[config.mk]
export PLATFORM = sky130hd
export DESIGN_NAME = alu_fifo
export DESIGN_NICKNAME = d
export VERILOG_FILES = /design/src/sv/mips32r6_integer_alu_top_defines.svh /design/src/sv/alu_pkg.sv /design/src/sv/alu_fifo.sv
export SDC_FILE = /design/constraint.sdc
export NUM_CORES = 1
export LEC_CHECK = 0
export CAP_MARGIN = 20
export CORE_MARGIN = 4
export CORE_UTILIZATION = 23
export CTS_CLUSTER_DIAMETER = 80
export DETAILED_ROUTE_END_ITERATION = 8
export DONT_BUFFER_PORTS = 1
export PLACE_DENSITY = 0.46
export SLEW_MARGIN = 10
export SYNTH_ARGS = -nofsm -noshare
export SYNTH_HDL_FRONTEND = slang
export SYNTH_SLANG_ARGS = --single-unit
[constraint.sdc]
create_clock -name clock -period 10.95 [get_ports clock]
set_input_delay 2.19 -clock clock [delete_from_list [all_inputs] [get_ports clock]]
set_output_delay 2.19 -clock clock [all_outputs]
set_load 0.02 [all_outputs]
[src/sv/mips32r6_integer_alu_top_defines.svh]
// assertion macros for the integer alu
`ifndef MIPS32R6_INTEGER_ALU_TOP_DEFINES_SVH
`define MIPS32R6_INTEGER_ALU_TOP_DEFINES_SVH
`define ALU_ASSERT_IMPL(lbl, clk, rst, ante, cons) \
   lbl: assert property (@(posedge clk) disable iff (rst) (ante) |-> (cons)) \
      else $error("alu check failed");
`define ALU_ASSERT_NEXT(lbl, clk, rst, ante, cons) \
   lbl: assert property (@(posedge clk) disable iff (rst) (ante) |=> (cons)) \
      else $error("alu check failed");
`endif

[src/sv/alu_pkg.sv]
// types and constants shared by the integer alu
package alu_pkg;
   typedef enum logic [5:0] {
      OP_ADD = 6'd0, OP_ADDIU = 6'd1, OP_ADDU = 6'd2, OP_ALIGN = 6'd3, OP_AND = 6'd4,
      OP_ANDI = 6'd5, OP_AUI = 6'd6, OP_BITSWAP = 6'd7, OP_CLO = 6'd8, OP_CLZ = 6'd9,
      OP_DIV = 6'd10, OP_DIVU = 6'd11, OP_EXT = 6'd12, OP_INS = 6'd13, OP_LSA = 6'd14,
      OP_MOD = 6'd15, OP_MODU = 6'd16, OP_MUH = 6'd17, OP_MUHU = 6'd18, OP_MUL = 6'd19,
      OP_MULU = 6'd20, OP_NOR = 6'd21, OP_OR = 6'd22, OP_ORI = 6'd23, OP_ROTR = 6'd24,
      OP_ROTRV = 6'd25, OP_SEB = 6'd26, OP_SEH = 6'd27, OP_SELEQZ = 6'd28,
      OP_SELNEZ = 6'd29, OP_SLL = 6'd30, OP_SLLV = 6'd31, OP_SLT = 6'd32,
      OP_SLTI = 6'd33, OP_SLTIU = 6'd34, OP_SLTU = 6'd35, OP_SRA = 6'd36,
      OP_SRAV = 6'd37, OP_SRL = 6'd38, OP_SRLV = 6'd39, OP_SUB = 6'd40,
      OP_SUBU = 6'd41, OP_TEQ = 6'd42, OP_TGE = 6'd43, OP_TGEU = 6'd44,
      OP_TLT = 6'd45, OP_TLTU = 6'd46, OP_TNE = 6'd47, OP_WSBH = 6'd48,
      OP_XOR = 6'd49, OP_XORI = 6'd50
   } op_type;

   localparam logic [1:0] EXC_NONE = 2'd0;
   localparam logic [1:0] EXC_OVF  = 2'd1;
   localparam logic [1:0] EXC_TRAP = 2'd2;

   typedef enum logic [1:0] {CLS_SIMPLE = 2'd0, CLS_MUL = 2'd1, CLS_DIV = 2'd2,
      CLS_NONE = 2'd3} cls_type;

   typedef struct packed {
      logic [5:0]  op;
      logic [31:0] rs_value;
      logic [31:0] rt_value;
      logic [15:0] imm16;
      logic [4:0]  shift_amount;
      logic [4:0]  field_msb;
      logic [1:0]  byte_pos;
      logic [4:0]  dest_reg;
   } req_type;

   typedef struct packed {
      logic [31:0] result;
      logic        write_enable;
      logic [4:0]  dest_out;
      logic [1:0]  exception;
   } rsp_type;

   typedef struct packed {
      req_type     req;
      cls_type     cls;
      logic [31:0] simple_res;
      logic        simple_we;
      logic [1:0]  simple_exc;
   } work_type;
endpackage

[src/sv/alu_fifo.sv]
// two-entry queue between front and back
module alu_fifo (
   input  logic              clock,
   input  logic              reset,
   input  logic              in_valid,
   output logic              in_stall,
   input  alu_pkg::work_type in_data,
   output logic              out_valid,
   input  logic              out_stall,
   output alu_pkg::work_type out_data
);
   alu_pkg::work_type mem_ff [2];
   logic              wp_ff, wp_in, rp_ff, rp_in;
   logic [1:0]        cnt_ff, cnt_in;
   logic              push, pop;

   assign in_stall = cnt_ff == 2'd2;
   assign out_valid = cnt_ff != 2'd0;
   assign out_data = mem_ff[rp_ff];
   assign push = in_valid && !in_stall;
   assign pop = out_valid && !out_stall;

   always_comb begin
      wp_in = wp_ff ^ push;
      rp_in = rp_ff ^ pop;
      cnt_in = cnt_ff + {1'b0, push} - {1'b0, pop};
   end

   always_ff @(posedge clock) begin
      if (reset) begin
         wp_ff <= 1'b0;
         rp_ff <= 1'b0;
         cnt_ff <= 2'd0;
      end else begin
         wp_ff <= wp_in;
         rp_ff <= rp_in;
         cnt_ff <= cnt_in;
      end
      if (push) mem_ff[wp_ff] <= in_data;
   end
endmodule

* Word level (Yosys, flattened, before mapping)
Memory sizes are Yosys's and may differ from the RTL's. A register that Yosys moved wholly into a read port is not among the register bits.
Cells that the tools add are included.
** Word-level totals
- Register bits :: 4
- RAM bits :: 280
- Input bits :: 144
- Logic and storage cells :: 17
- Memories kept :: 1
** Cells by class
- Add/subtract/negate cells :: 2
- Eq/ne operators :: 1
- Muxes and demuxes :: 3
- Bitwise operators :: 2
- Reduce and logical (&&, ||, !) cells :: 5
** Memories
- mem_ff :: words 2, bits a word 140, read ports 1, clocked after memory_dff 1, wr ports 1, line alu_fifo.sv:12 : alu_pkg::work_type mem_ff [2];
** Operators by type and width (number)
- $mux 1 :: 3
- $add 2x1->2 :: 1
- $eq 2x2->1 const B :: 1
- $logic_and 1x1->1 :: 2
- $logic_not 1->1 :: 2
- $reduce_bool 2->1 :: 1
- $sub 2x1->2 :: 1
- $xor 1x1->1 :: 2

* Logic depth before layout (Yosys ltp)
- Depth in word-level cells :: 5
- Gate-level depth with buffers :: 7

* Worst setup path after synthesis
Ideal clock, no wire load.
- Path type :: input -> register
- From :: input port in_valid
- To :: memory mem_ff[1][0] in the netlist's numbering, enable pin
- Setup time :: 0.517 ns
- Arrival :: 5.594 ns
- Data required time :: 10.433 ns
- Setup slack :: 4.839 ns
- Stages :: 2
- Buffers on the path :: 0
- Path through :: and2_1 -> ha_1
** On the way
- Cells in the longest elaborated chain, start to end :: 3
** Ends and longest elaborated chain
- start, declared :: line alu_fifo.sv:5 : input logic in_valid,
- $logic_and 1x1->1 :: line alu_fifo.sv:20 : assign push = in_valid && !in_stall;
- $mux 1 :: line alu_fifo.sv:39 : if (push) mem_ff[wp_ff] <= in_data;
- $mux 1 (not written as such) :: line alu_fifo.sv:39
- end, declared :: line alu_fifo.sv:12
Every way passes these cells.

==> impl_results.md <==
- # placed instances: 1039
- Root Buffer: clkbuf_16
- Maximum VDD drop: 0.000136 V
- Die ar.: between 40000 and 50000 um2
- Register area: around 8500 um2
- CP required: about 9 ns
- Area after DPL: 11000 um2
- Cell Pwr Density: about 260 nW/um2
- TritonCTS clock tree: yes
- Tot GR Track Use: 0.0825
- CTS H-tree depth: 2
- Row count: 77
- Worst Hold Launch: wp_ff
- CP Cell Sequence: buf_4 > mux2_2
- Post-CTS Hold Buffers: 0
- Hold Path Depth: 3
- Synth Net Count: 607
- Synth unique cells: 17
- Status: completed
- Max stage delay cell, worst path: buf_4
- DIE WIDTH: approximately 220 um
- Wire length on met3: 2.79 mm
- Yosys reg bits: 284
- Antenna violations before repair: 1
- Area used by multi-input combinational logic: 1740 um2
- Post-CTS setup buffers: 0
- CTS sink count: between 200 and 300
- Gpl congestion: slightly above 0.7
- Number of global-route vias before repair: 4596
- Clock power frac: 0.345
- Gr ovfl total: 0
- Critical Path Source Type: flip-flop
- Flop2flop setup slack: between 8 and 9 ns
- Power share of the combinational group: 0.201
- Io pins: 286
- Leakage Power: 0.00382 uW
- Synthesized instance count: roughly 460
- Worst-path fanout max: 70
- Worst hold path type: flip-flop to flip-flop
- Final Cycle Share: 0.415
- Core area: 44300 um2
- Fin crit period: ~4.5 ns
- Setup Skew: 0.0144 ns
- Sw frac: 0.288
- Synth Warn #: 0
- Mapped Area: about 10000 um2
- Critical path arrival: 2.36 ns
- Total wire length: 21.0 mm
- Fillers: 4394
- Worst r2r src: cnt_ff[0]
- Met1 Wirelength: 6.90 mm
- Fin Setup TNS: 0 ns
- Fin. Hold Viols: 0
- Initial DRC count: 195
- Worst reg2reg path depth: 5
- Met2 wire length: 10.6 mm
- Non-Filler Cell Area, Final: 12100 um2
- Worst R2R End: mem_ff[0][1]
- Slew margin rel.: 0.344
- Initial core utilization: 0.234
- Register area share after synthesis: 0.820
- Routed via count: 4225
- Fraction of layout cells with a size suffix above 1: 0.371
- NetSw: 900 uW
- DR top layer: met4
- Clk slew on worst S/H paths: 0.05 ns
- Largest net degree at the start of global routing: between 70 and 80
- Hold worst-path end: wp_ff
- Syn avg cell area: between 20 and 25 um2
- CP Capture Type: output pin
- Die H: 220 um
- Number of max-cap violations: 0
- Tightest Pin Transition: 0.984 ns
- Antenna Nets Post-Route: 0
- Crit-path max cell delay: about 0.71 ns
- Setup violators final: 0
- Tot Pwr: 3130 uW
- Clk_lat worst skew: 0.52 ns
- CTS resizes: 0
- Routed len/inst: about 19 um
- Max Freq: 220 MHz
- # diodes: 0
- CTS buffer count: 34
- Drt via density: 3.84
- Drt pass-1 iters: 4
- CTS Buffer Depth: 3
- Crit path kind: flip-flop to output pin
- Fin. max-slew vios: 0
- Finished Layout Cells: 1101
- DRC: 0
- Dpl hpwl: 14.0 mm
- Unrepaired setup endpoints after global routing: false
- Global-route wire length before repair: between 20 and 30 mm
- Internal Power: ~2200 uW
- Area grow syn2layout: 17.3%
- Reg power frac: 0.453
- NumNets Final: 633
- PortBufs: 0
-- stage by stage --
step / utilization / hold WS [ns] / worst slack [ns]
after floorplan: - / 0.532 / 4.84
after global placement: 0.249 / 0.621 / 6.29
after detailed placement: 0.249 / 0.634 / 6.21
after CTS: 0.273 / 0.642 / 6.31
after global routing: 0.274 / 0.680 / 6.25
final: 0.274 / 0.635 / 6.40
-- cell usage in the layout, fill, tap and decap left out, types with 3 or more instances in the layout --
master     count
edfxtp_1     280
mux2_2       132
clkbuf_16     35
mux2_1         9
clkinv_1       9
clkbuf_1       5
inv_6          4
buf_4          4
inv_1          3
nor2_1         3
bufinv_16      3
dfxtp_1        3
-- sequential cells by signal (all words and copies together), names as in the netlist --
signal  flops
mem_ff    280
wp_ff       1
cnt_ff      2
rp_ff       1
-- routing by layer --
layer	GRT usage	vias to the layer above
li1	-	1881
met1	0.0810	2108
met2	0.137	190
met3	0.0509	46
met4	0.0408	0
met5	0	-
-- cell type report --
cell class                 instances  share of cell area
tap                              592              0.0610
clock buffer                      40              0.0737
clock inverter                    20              0.0155
multi-input combinational        156               0.143
inverter                           3            0.000927
timing repair buffer               6             0.00639
sequential                       284               0.699
-- worst max-delay path, delay by kind of cell (launching register included) --
| kind | cells | cell delay, ns |
|---|---|---|
| mux | 1 | 0.50 |
| flops | 1 | 0.50 |
| buf+inv | 1 | 0.71 |
-- Yosys cell counts --
master / n / area (um2)
buf_4: 1 / 7.51
nor2b_1: 2 / 12.5
buf_6: 9 / 101
or2_2: 1 / 6.26
dfxtp_1: 4 / 80.1
edfxtp_1: 280 / 8410
and2_1: 1 / 6.26
nand2b_1: 1 / 6.26
inv_1: 3 / 11.3
xnor3_1: 1 / 22.5
o21ba_2: 1 / 10.0
mux2_1: 9 / 101
nor2_1: 3 / 11.3
mux2_2: 132 / 1490
ha_1: 4 / 50.1
buf_2: 6 / 30.0
nand2_1: 1 / 3.75
-- worst max-delay path by stage --
stage | startpoint | endpoint | slack, ns
floorplan | in_valid | mem_ff[1][0] | 4.84
global placement | in_valid | mem_ff[0][69] | 6.29
detailed placement | in_valid | mem_ff[1][69] | 6.21
CTS | rp_ff | out_data[24] | 6.31
global route | rp_ff | out_data[16] | 6.25
finish | rp_ff | out_data[16] | 6.40
-- kinds of logic (layout without fill, tap and decap cells) --
group           count (synthesis)  count (layout)  synth area share
xor+xnor                        1               1           0.00217
fa+ha+maj                       4               4           0.00483
buf+inv                        19              69            0.0145
flops                         284             284             0.820
mux                           141             141             0.153
compound gates                  1               1          0.000967
simple gates                    9               9           0.00447
-- power groups by stage --
stage | combinational, uW | clock, uW | sequential, uW
after floorplan | 545 | 0 | 1450
after global placement | 635 | 0 | 1440
after detailed placement | 643 | 0 | 1450
after CTS | 647 | 1130 | 1430
after global routing | 674 | 1170 | 1430
final | 630 | 1080 | 1420
(Power assumes the default switching activity.)
