File: config.mk
export PLATFORM = sky130hd
export DESIGN_NAME = alu_back
export DESIGN_NICKNAME = d
export VERILOG_FILES = /design/src/sv/mips32r6_integer_alu_top_defines.svh /design/src/sv/alu_pkg.sv /design/src/sv/alu_div.sv /design/src/sv/alu_back.sv
export SDC_FILE = /design/constraint.sdc
export NUM_CORES = 2
export LEC_CHECK = 0
export BUFFER_PORTS_ARGS = -buffer_cell sky130_fd_sc_hd__buf_2
export CAP_MARGIN = 10
export CORE_MARGIN = 2
export CORE_UTILIZATION = 60
export DETAILED_ROUTE_END_ITERATION = 8
export GPL_TIMING_DRIVEN = 0
export PLACE_DENSITY_LB_ADDON = 0.05
export SYNTH_ARGS = -nofsm -noshare
export SYNTH_HDL_FRONTEND = slang
export SYNTH_SLANG_ARGS = --single-unit
File: constraint.sdc
create_clock -name clock -period 15.9 [get_ports clock]
set_input_delay 0.795 -clock clock [delete_from_list [all_inputs] [get_ports clock]]
set_output_delay 0.795 -clock clock [all_outputs]
set_load 0.01 [all_outputs]
File: src/sv/mips32r6_integer_alu_top_defines.svh
// assertion macros for the integer alu
`ifndef MIPS32R6_INTEGER_ALU_TOP_DEFINES_SVH
`define MIPS32R6_INTEGER_ALU_TOP_DEFINES_SVH
`define ALU_ASSERT_IMPL(lbl, clk, rst, ante, cons) \
   lbl: assert property (@(posedge clk) disable iff (rst) (ante) |-> (cons)) \
      else $error("alu check failed");
`define ALU_ASSERT_NEXT(lbl, clk, rst, ante, cons) \
   lbl: assert property (@(posedge clk) disable iff (rst) (ante) |=> (cons)) \
      else $error("alu check failed");
`endif

File: src/sv/alu_pkg.sv
// types and constants shared by the integer alu
package alu_pkg;
   typedef enum logic [5:0] {
      OP_ADD = 6'd0, OP_ADDIU = 6'd1, OP_ADDU = 6'd2, OP_ALIGN = 6'd3, OP_AND = 6'd4,
      OP_ANDI = 6'd5, OP_AUI = 6'd6, OP_BITSWAP = 6'd7, OP_CLO = 6'd8, OP_CLZ = 6'd9,
      OP_DIV = 6'd10, OP_DIVU = 6'd11, OP_EXT = 6'd12, OP_INS = 6'd13, OP_LSA = 6'd14,
      OP_MOD = 6'd15, OP_MODU = 6'd16, OP_MUH = 6'd17, OP_MUHU = 6'd18, OP_MUL = 6'd19,
      OP_MULU = 6'd20, OP_NOR = 6'd21, OP_OR = 6'd22, OP_ORI = 6'd23, OP_ROTR = 6'd24,
      OP_ROTRV = 6'd25, OP_SEB = 6'd26, OP_SEH = 6'd27, OP_SELEQZ = 6'd28,
      OP_SELNEZ = 6'd29, OP_SLL = 6'd30, OP_SLLV = 6'd31, OP_SLT = 6'd32,
      OP_SLTI = 6'd33, OP_SLTIU = 6'd34, OP_SLTU = 6'd35, OP_SRA = 6'd36,
      OP_SRAV = 6'd37, OP_SRL = 6'd38, OP_SRLV = 6'd39, OP_SUB = 6'd40,
      OP_SUBU = 6'd41, OP_TEQ = 6'd42, OP_TGE = 6'd43, OP_TGEU = 6'd44,
      OP_TLT = 6'd45, OP_TLTU = 6'd46, OP_TNE = 6'd47, OP_WSBH = 6'd48,
      OP_XOR = 6'd49, OP_XORI = 6'd50
   } op_type;

   localparam logic [1:0] EXC_NONE = 2'd0;
   localparam logic [1:0] EXC_OVF  = 2'd1;
   localparam logic [1:0] EXC_TRAP = 2'd2;

   typedef enum logic [1:0] {CLS_SIMPLE = 2'd0, CLS_MUL = 2'd1, CLS_DIV = 2'd2,
      CLS_NONE = 2'd3} cls_type;

   typedef struct packed {
      logic [5:0]  op;
      logic [31:0] rs_value;
      logic [31:0] rt_value;
      logic [15:0] imm16;
      logic [4:0]  shift_amount;
      logic [4:0]  field_msb;
      logic [1:0]  byte_pos;
      logic [4:0]  dest_reg;
   } req_type;

   typedef struct packed {
      logic [31:0] result;
      logic        write_enable;
      logic [4:0]  dest_out;
      logic [1:0]  exception;
   } rsp_type;

   typedef struct packed {
      req_type     req;
      cls_type     cls;
      logic [31:0] simple_res;
      logic        simple_we;
      logic [1:0]  simple_exc;
   } work_type;
endpackage

File: src/sv/alu_div.sv
// radix-2 divider, one quotient bit per cycle
module alu_div (
   input  logic        clock,
   input  logic        reset,
   input  logic        start,
   input  logic [31:0] dividend,
   input  logic [31:0] divisor,
   output logic        busy,
   output logic        done,
   output logic [31:0] quotient,
   output logic [31:0] remainder
);
   logic [5:0]  cnt_ff, cnt_in;
   logic [31:0] q_ff, q_in, r_ff, r_in, d_ff, d_in;
   logic        done_ff, done_in;
   logic [32:0] trial;

   assign trial = {r_ff, q_ff[31]} - {1'b0, d_ff};

   always_comb begin
      cnt_in = cnt_ff;
      q_in = q_ff;
      r_in = r_ff;
      d_in = d_ff;
      done_in = 1'b0;
      if (start) begin
         cnt_in = 6'd32;
         q_in = dividend;
         r_in = 32'd0;
         d_in = divisor;
      end else if (cnt_ff != 6'd0) begin
         cnt_in = cnt_ff - 6'd1;
         if (!trial[32]) begin
            r_in = trial[31:0];
            q_in = {q_ff[30:0], 1'b1};
         end else begin
            r_in = {r_ff[30:0], q_ff[31]};
            q_in = {q_ff[30:0], 1'b0};
         end
         done_in = cnt_ff == 6'd1;
      end
   end

   always_ff @(posedge clock) begin
      if (reset) begin
         cnt_ff <= 6'd0;
         done_ff <= 1'b0;
      end else begin
         cnt_ff <= cnt_in;
         done_ff <= done_in;
      end
      q_ff <= q_in;
      r_ff <= r_in;
      d_ff <= d_in;
   end

   assign busy = cnt_ff != 6'd0;
   assign done = done_ff;
   assign quotient = q_ff;
   assign remainder = r_ff;
endmodule

File: src/sv/alu_back.sv
// back end: multiply, divide and result register
module alu_back (
   input  logic              clock,
   input  logic              reset,
   input  logic              q_valid,
   output logic              q_stall,
   input  alu_pkg::work_type q_data,
   output logic              rsp_valid,
   input  logic              rsp_stall,
   output alu_pkg::rsp_type  rsp_data
);
   typedef enum logic [2:0] {ST_RUN = 3'b001, ST_MUL = 3'b010, ST_DIV = 3'b100} st_type;
   st_type            st_ff, st_in;
   alu_pkg::work_type h_ff, h_in;
   logic [63:0]       p_ff, p_in;
   logic              o_v_ff, o_v_in;
   alu_pkg::rsp_type  o_ff, o_in;
   logic              out_free, take, dstart, dbusy, ddone, neg, sgn;
   logic [31:0]       a, b, dq, dr, hi, mag_a, mag_b, rv;
   logic              dz;

   function automatic logic ddone_seen(input logic d, input alu_pkg::work_type w);
      ddone_seen = d || (w.cls == alu_pkg::CLS_DIV);
   endfunction

   assign out_free = !o_v_ff || !rsp_stall;
   assign q_stall = !(st_ff == ST_RUN && out_free);
   assign take = q_valid && !q_stall;
   assign sgn = q_data.req.op == alu_pkg::OP_DIV || q_data.req.op == alu_pkg::OP_MOD;
   assign mag_a = (sgn && q_data.req.rs_value[31]) ? -q_data.req.rs_value : q_data.req.rs_value;
   assign mag_b = (sgn && q_data.req.rt_value[31]) ? -q_data.req.rt_value : q_data.req.rt_value;
   assign dstart = take && q_data.cls == alu_pkg::CLS_DIV;
   assign a = h_ff.req.rs_value;
   assign b = h_ff.req.rt_value;

   alu_div u_div (
      .clock(clock), .reset(reset), .start(dstart), .dividend(mag_a), .divisor(mag_b),
      .busy(dbusy), .done(ddone), .quotient(dq), .remainder(dr)
   );

   always_comb begin
      st_in = st_ff;
      h_in = h_ff;
      p_in = p_ff;
      o_v_in = o_v_ff && rsp_stall;
      o_in = o_ff;
      hi = p_ff[63:32];
      neg = 1'b0;
      rv = 32'd0;
      dz = b == 32'd0;
      unique case (st_ff)
         ST_RUN: begin
            if (take) begin
               h_in = q_data;
               if (q_data.cls == alu_pkg::CLS_MUL) begin
                  p_in = q_data.req.rs_value * q_data.req.rt_value;
                  st_in = ST_MUL;
               end else if (q_data.cls == alu_pkg::CLS_DIV) begin
                  st_in = ST_DIV;
               end else begin
                  o_v_in = 1'b1;
                  o_in.result = q_data.simple_res;
                  o_in.write_enable = q_data.simple_we;
                  o_in.dest_out = q_data.req.dest_reg;
                  o_in.exception = q_data.simple_exc;
               end
            end
         end
         ST_MUL: begin
            if (out_free) begin
               if (h_ff.req.op == alu_pkg::OP_MUH)
                  hi = p_ff[63:32] - (a[31] ? b : 32'd0) - (b[31] ? a : 32'd0);
               if (h_ff.req.op == alu_pkg::OP_MUL || h_ff.req.op == alu_pkg::OP_MULU)
                  rv = p_ff[31:0];
               else rv = hi;
               o_v_in = 1'b1;
               o_in.result = rv;
               o_in.write_enable = h_ff.req.dest_reg != 5'd0;
               o_in.dest_out = h_ff.req.dest_reg;
               o_in.exception = alu_pkg::EXC_NONE;
               st_in = ST_RUN;
            end
         end
         ST_DIV: begin
            if (!dbusy && out_free && !dstart && ddone_seen(ddone, h_ff)) begin
               if (h_ff.req.op == alu_pkg::OP_DIV) begin
                  neg = a[31] ^ b[31];
                  rv = neg ? -dq : dq;
               end else if (h_ff.req.op == alu_pkg::OP_MOD) rv = a[31] ? -dr : dr;
               else if (h_ff.req.op == alu_pkg::OP_DIVU) rv = dq;
               else rv = dr;
               o_v_in = 1'b1;
               o_in.result = dz ? 32'd0 : rv;
               o_in.write_enable = !dz && h_ff.req.dest_reg != 5'd0;
               o_in.dest_out = h_ff.req.dest_reg;
               o_in.exception = alu_pkg::EXC_NONE;
               st_in = ST_RUN;
            end
         end
         default: st_in = ST_RUN;
      endcase
   end

   always_ff @(posedge clock) begin
      if (reset) begin
         st_ff <= ST_RUN;
         o_v_ff <= 1'b0;
      end else begin
         st_ff <= st_in;
         o_v_ff <= o_v_in;
      end
      h_ff <= h_in;
      p_ff <= p_in;
      o_ff <= o_in;
   end

   assign rsp_valid = o_v_ff;
   assign rsp_data = o_ff;
endmodule
* After elaboration in Yosys (flattened, before gate mapping)
Index checks and enable logic that the tools add are counted.
** Storage, ports and cells
- Register bits after elaboration :: 288
- Latch bits :: 0
- Memory bits (writable) :: 0
- Memory bits (read-only) :: 0
- Bits of input ports :: 144
- Output and inout port bits :: 42
- Memories kept :: 0
** Operators by class
- Add/sub/neg operators :: 8
- Multiply operators :: 1
- Divide/modulo/power cells :: 0
- $lt $le $gt $ge :: 0
- Equality and inequality tests :: 21
- Shifts and indexed selects :: 0
- Mux-type cells :: 36
- Bitwise gates (word level) :: 2
- Reduce and logical (&&, ||, !) cells :: 31
** Operator list (number)
- $mux 32 :: 15
- $mux 40 :: 5
- $neg 32->32 :: 4
- $pmux 40 s3 :: 1
- $mul 32x32->64 :: 1
- $sub 32x32->32 :: 2
- $sub 33x32->33 :: 1
- $logic_not 32->1 :: 1
- $eq 6x4->1 const B :: 5
- $eq 6x5->1 const B :: 3
- $mux 3 :: 5
- $mux 6 :: 2
- $logic_and 1x1->1 :: 10
- $ne 2x2->1 const B :: 5
- $pmux 3 s3 :: 1
- $eq 6x1->1 const B :: 1
- $logic_not 1->1 :: 6
- $mux 1 :: 6
- $reduce_and 6->1 :: 1
- $reduce_bool 6->1 :: 1
- $sub 6x1->6 const B :: 1
- $reduce_bool 5->1 :: 1
- $eq 2x2->1 const B :: 2
- $logic_or 1x1->1 :: 4
- 15 further kinds :: 15

* Longest topological paths before layout
- Word-level depth :: 10
- Depth in mapped cells :: 28

* Modules after synthesis
From an unflattened synthesis, not the netlist that was laid out.
** Unflattened totals
- Cell total of the unflattened synthesis :: 5640
- Area, all modules :: 52140.0 µm²
** Modules (own cells, without submodules)
- alu_back :: times used 1, cells an instance 5054, area an instance 46131.7 µm², sequential area each 5515.3 µm²
- alu_div :: times used 1, cells an instance 586, area an instance 6008.3 µm², sequential area each 2702.6 µm²

* Least setup slack after synthesis
OpenSTA, ideal clock, no wires.
- Path type :: input to register
- Start :: in q_data[119] in the netlist's numbering
- End :: reg p_ff[60] (data pin)
- Data arrival time :: 8.038 ns
- Data required time :: 15.644 ns
- Slack :: 7.606 ns
- Stages on the path :: 24
- Buffers on the path :: 3
- Cells stage by stage :: clkbuf_1 clkbuf_1 and2_1 fa_1 fa_1 inv_1 fa_1 fa_1 inv_1 fa_1 fa_1 fa_1 fa_1 ha_1 clkbuf_1 nand2_1 o21ai_0 a2111oi_0 and2_1 a2111oi_0 a21boi_0 o41ai_1 a21boi_0 o211a_1
** Between the ends
- Longest elaborated chain between the ends :: 1
** Ends and longest elaborated chain
- from (decl) :: line alu_back.sv:7 : input alu_pkg::work_type q_data,
- $mul 32x32->64 :: line alu_back.sv:56 : p_in = q_data.req.rs_value * q_data.req.rt_value;
- to (signal assigned) :: line alu_back.sv:113 : p_ff <= p_in;
- to (decl) :: line alu_back.sv:15 : logic [63:0] p_ff, p_in;
Every way passes these cells.
A chain may end at the register's enable or synchronous reset.

* Worst setup path in the final report
- Start :: in q_data[88] in the netlist's numbering
- End :: reg p_ff[57] (data pin)
The elaborated chain is that of the path after synthesis.

==> results by group <==
Global routing
  • Busiest grt layer: met2
  • GRT Total Usage: 47.33%
  • Vias in the first global route: 44590
  • Largest net degree at the start of global routing: 55
  • First-pass GRT wire length: 301200 um
  • Routing usage on met1: 57.65%
  • Number of antenna violations at the first check in global routing: 39
  • Routing usage on met3: 14.28%
  • Global routing usage on met2: 70.08%
  • Total gr overflow: 0

Worst setup path
  • Crit-path max FO: 10
  • R2r worst-path depth: 19
  • Req. time, crit path: 16.28 ns
  • Worst setup SP type: input port
  • Crit. path cell count: 25
  • Bufs and invs on worst path: 6
  • Worst path slowest cell: clkbuf_1
  • Crit-path max cell delay: 1.07 ns
  • R2R Path End: rsp_data[30]
  • Crit path max-delay family: adder cells
  • Most Frequent Cell on Critical Path: fa_1
  • Worst EP arrival: 11.52 ns
  • Worst Setup End Kind: register
  • Launching point of the worst reg2reg path: a[31]
  • Crit path kind: input port to register
  • Flop2flop setup slack: 9.11 ns

Clock network
  • Root Driver: clkbuf_16
  • Clk buf depth: 3
  • CTS buffer count: 26
  • CTS Hold Buffers Added: 0
  • CTS sink count: 288
  • Post-CTS sizing: 0
  • TritonCTS clock tree: built
  • Post CTS Setup Buffer Count: 0
  • Worst skew pair latency: 0.60 ns
  • Htree depth: 1
  • Worst-path clk slew: 0.09 ns

Floorplan
  • Core box area: 0.08662 mm2
  • Die height: 299.4 um
  • Starting Density: 60.45%
  • Row cnt: 108
  • Die area: 0.08965 mm2
  • I/O Pins: 186
  • Die X: 299.4 um

STA
  • F_max: 89.74 MHz
  • Pin slew with the least headroom to its limit: 1.461 ns
  • Crit path time final: 11.14 ns
  • Max-slew violations: 0
  • Final Setup Violations: 0
  • Slew margin rel.: 2.570%
  • Post-route setup TNS: 0 ns
  • Hold Vio Cnt, Final: 0
  • Final setup skew: 0.04038 ns
  • Fin crit share: 70.08%
  • RSZ-0062 raised after global routing: no

Min path
  • Hold path start: q_data[130]
  • Type of the tightest min-delay check: input port to register
  • Hold Path Stages: 1
  • Hold path endpoint: a[28]

Drt
  • DRC viols: 0
  • Number of routed nets with antenna violations: 0
  • DRT Pass-1 Iters: 8
  • Drt via density: 6.273
  • WL/cell: 29.49 um
  • Via count: 44750
  • Initial DRC Count: 5039
  • WL final: 210400 um

Synthesis
  • Top-area cell type share of the netlist area: 35.48%
  • Most frequent cells after synthesis: 938 x inv_1, 928 x fa_1, 731 x nand2_1
  • Flop and latch count out of synthesis: 288
  • Synth Area in Adders: 43.48%
  • Cell taking the most area after synthesis: fa_1
  • Multiplexer share of the synthesized area: 0.5878%
  • Synth Area in Simple Gates: 17.42%
  • Syn_nets: 7148
  • Largest family of logic cells by synthesized area: adder cells
  • Synth Area in Compound Gates: 10.23%
  • Main synth FF type: edfxtp_1
  • Sequential area share after synthesis: 15.69%
  • Synth cell types: 82
  • Yosys warnings: 0
  • Post-Syn Area per Cell: 9.121 um2
  • Top area cells in the synthesized netlist: fa_1 35%, edfxtp_1 14%, ha_1 8.0%
  • Most common cell in the netlist: inv_1
  • Post-synthesis cell count: 5741
  • Cell area after synthesis: 0.05236 mm2
  • Async S/R FF share, synth: 0%
  • Xor and xnor area share after synthesis: 3.211%
  • Number of synthesized flops with an enable pin: 245

Run
  • Max-Cap Viols: 0

Placement
  • Detailed Place HPWL: 170000 um
  • I/O Buffers: 156
  • GPL Wtd Cong: 1.086

Cells and area
  • Share of cells above drive strength 1: 4.443%
  • Layout area overhead: 6.657%
  • Final-stage net count: 7351

Outcome
  • Status: complete, no violations
[worst max path at each step]
stage,startpoint,to,slack (ns)
after floorplan,q_data[119],p_ff[60],7.61
after global placement,q_data[78],p_ff[60],3.96
after detailed placement,q_data[115],p_ff[60],4.27
after CTS,q_data[115],p_ff[60],4.86
after global routing,q_data[119],p_ff[57],4.77
final,q_data[88],p_ff[57],4.76
[cells in the final DEF (no fill, tap or decap), drive strengths merged, types with 12 or more instances in the layout]
master,Yosys,final
o21ai,195,195
nor4,29,29
nor3b,13,13
a31oi,37,37
a21o,64,64
nand2,731,731
and2,613,613
o21a,24,24
xor2,76,76
xnor2,116,116
nand2b,22,22
o21bai,21,21
edfxtp,245,245
mux2i,24,24
nand4,30,30
fa,928,928
a21oi,250,250
diode,0,15
o31ai,24,24
dfxtp,43,43
o211ai,31,31
a211o,14,14
o221ai,15,15
or4,13,13
clkbuf,343,374
nor3,61,61
a211oi,42,42
ha,335,335
or3,22,22
nor2,169,169
buf,24,198
inv,938,943
nand3,53,53
and3,22,22
nor2b,15,15
a21boi,12,12
[kinds of logic after synthesis]
kind of cell             count (synthesis)
XOR/XNOR                               192
AO/OA/AOI/OAI                          841
buffers and inverters                 1305
flip-flops                             288
multiplexers                            30
AND/OR/NAND/NOR                       1822
adder cells (fa/ha/maj)               1263
[worst reg2reg max path: cells and delay by family (launching register included)]
| kind | cells | cell delay [ns] |
|---|---|---|
| compound gates | 7 | 2.66 |
| xor+xnor | 1 | 0.21 |
| fa+ha+maj | 3 | 0.96 |
| buf+inv | 5 | 2.02 |
| flops | 1 | 0.36 |
| simple gates | 3 | 0.45 |
[state kept, by name, summed over array words and instances (netlist names)]
register	flops
a	32
b	32
h_ff	13
p_ff	64
rsp_data	40
rsp_valid	1
st_ff	3
u_div.cnt_ff	6
u_div.d_ff	32
u_div.done	1
u_div.quotient	32
u_div.remainder	32
[stage by stage]
stage	cells	instance area (um2)	worst slack, ns	utilization (%)	hold WS [ns]
global route	7120	55810	4.770	64.44	0.3852
finish	7134	55850	4.757	64.48	0.3760
detailed placement	7065	54840	4.266	63.31	0.5025
global placement	7052	54590	3.957	63.02	0.4979
CTS	7113	55720	4.863	64.33	0.3703
floorplan	5741	52360	7.606	-	0.4726
[layout make-up]
type                       count  area [um2]
multi-input combinational   4148       39260
sequential                   288        8218
antenna                       15       37.54
clock buffer                  30       665.6
inverter                     938        3523
clock inverter                18       216.5
buffer                       367        1394
fill                        7516       30770
timing repair buffer         175        1090
tap                         1155        1445
[routing by layer]
layer / up-vias / share of wire (%)
li1: 18630 / -
met1: 22000 / 35
met2: 3203 / 42
met3: 898 / 13
met4: 22 / 10
met5: - / 0.068
Power is not shown: default switching activity piles up to over one toggle a cycle in this logic, so the estimate is an artifact.
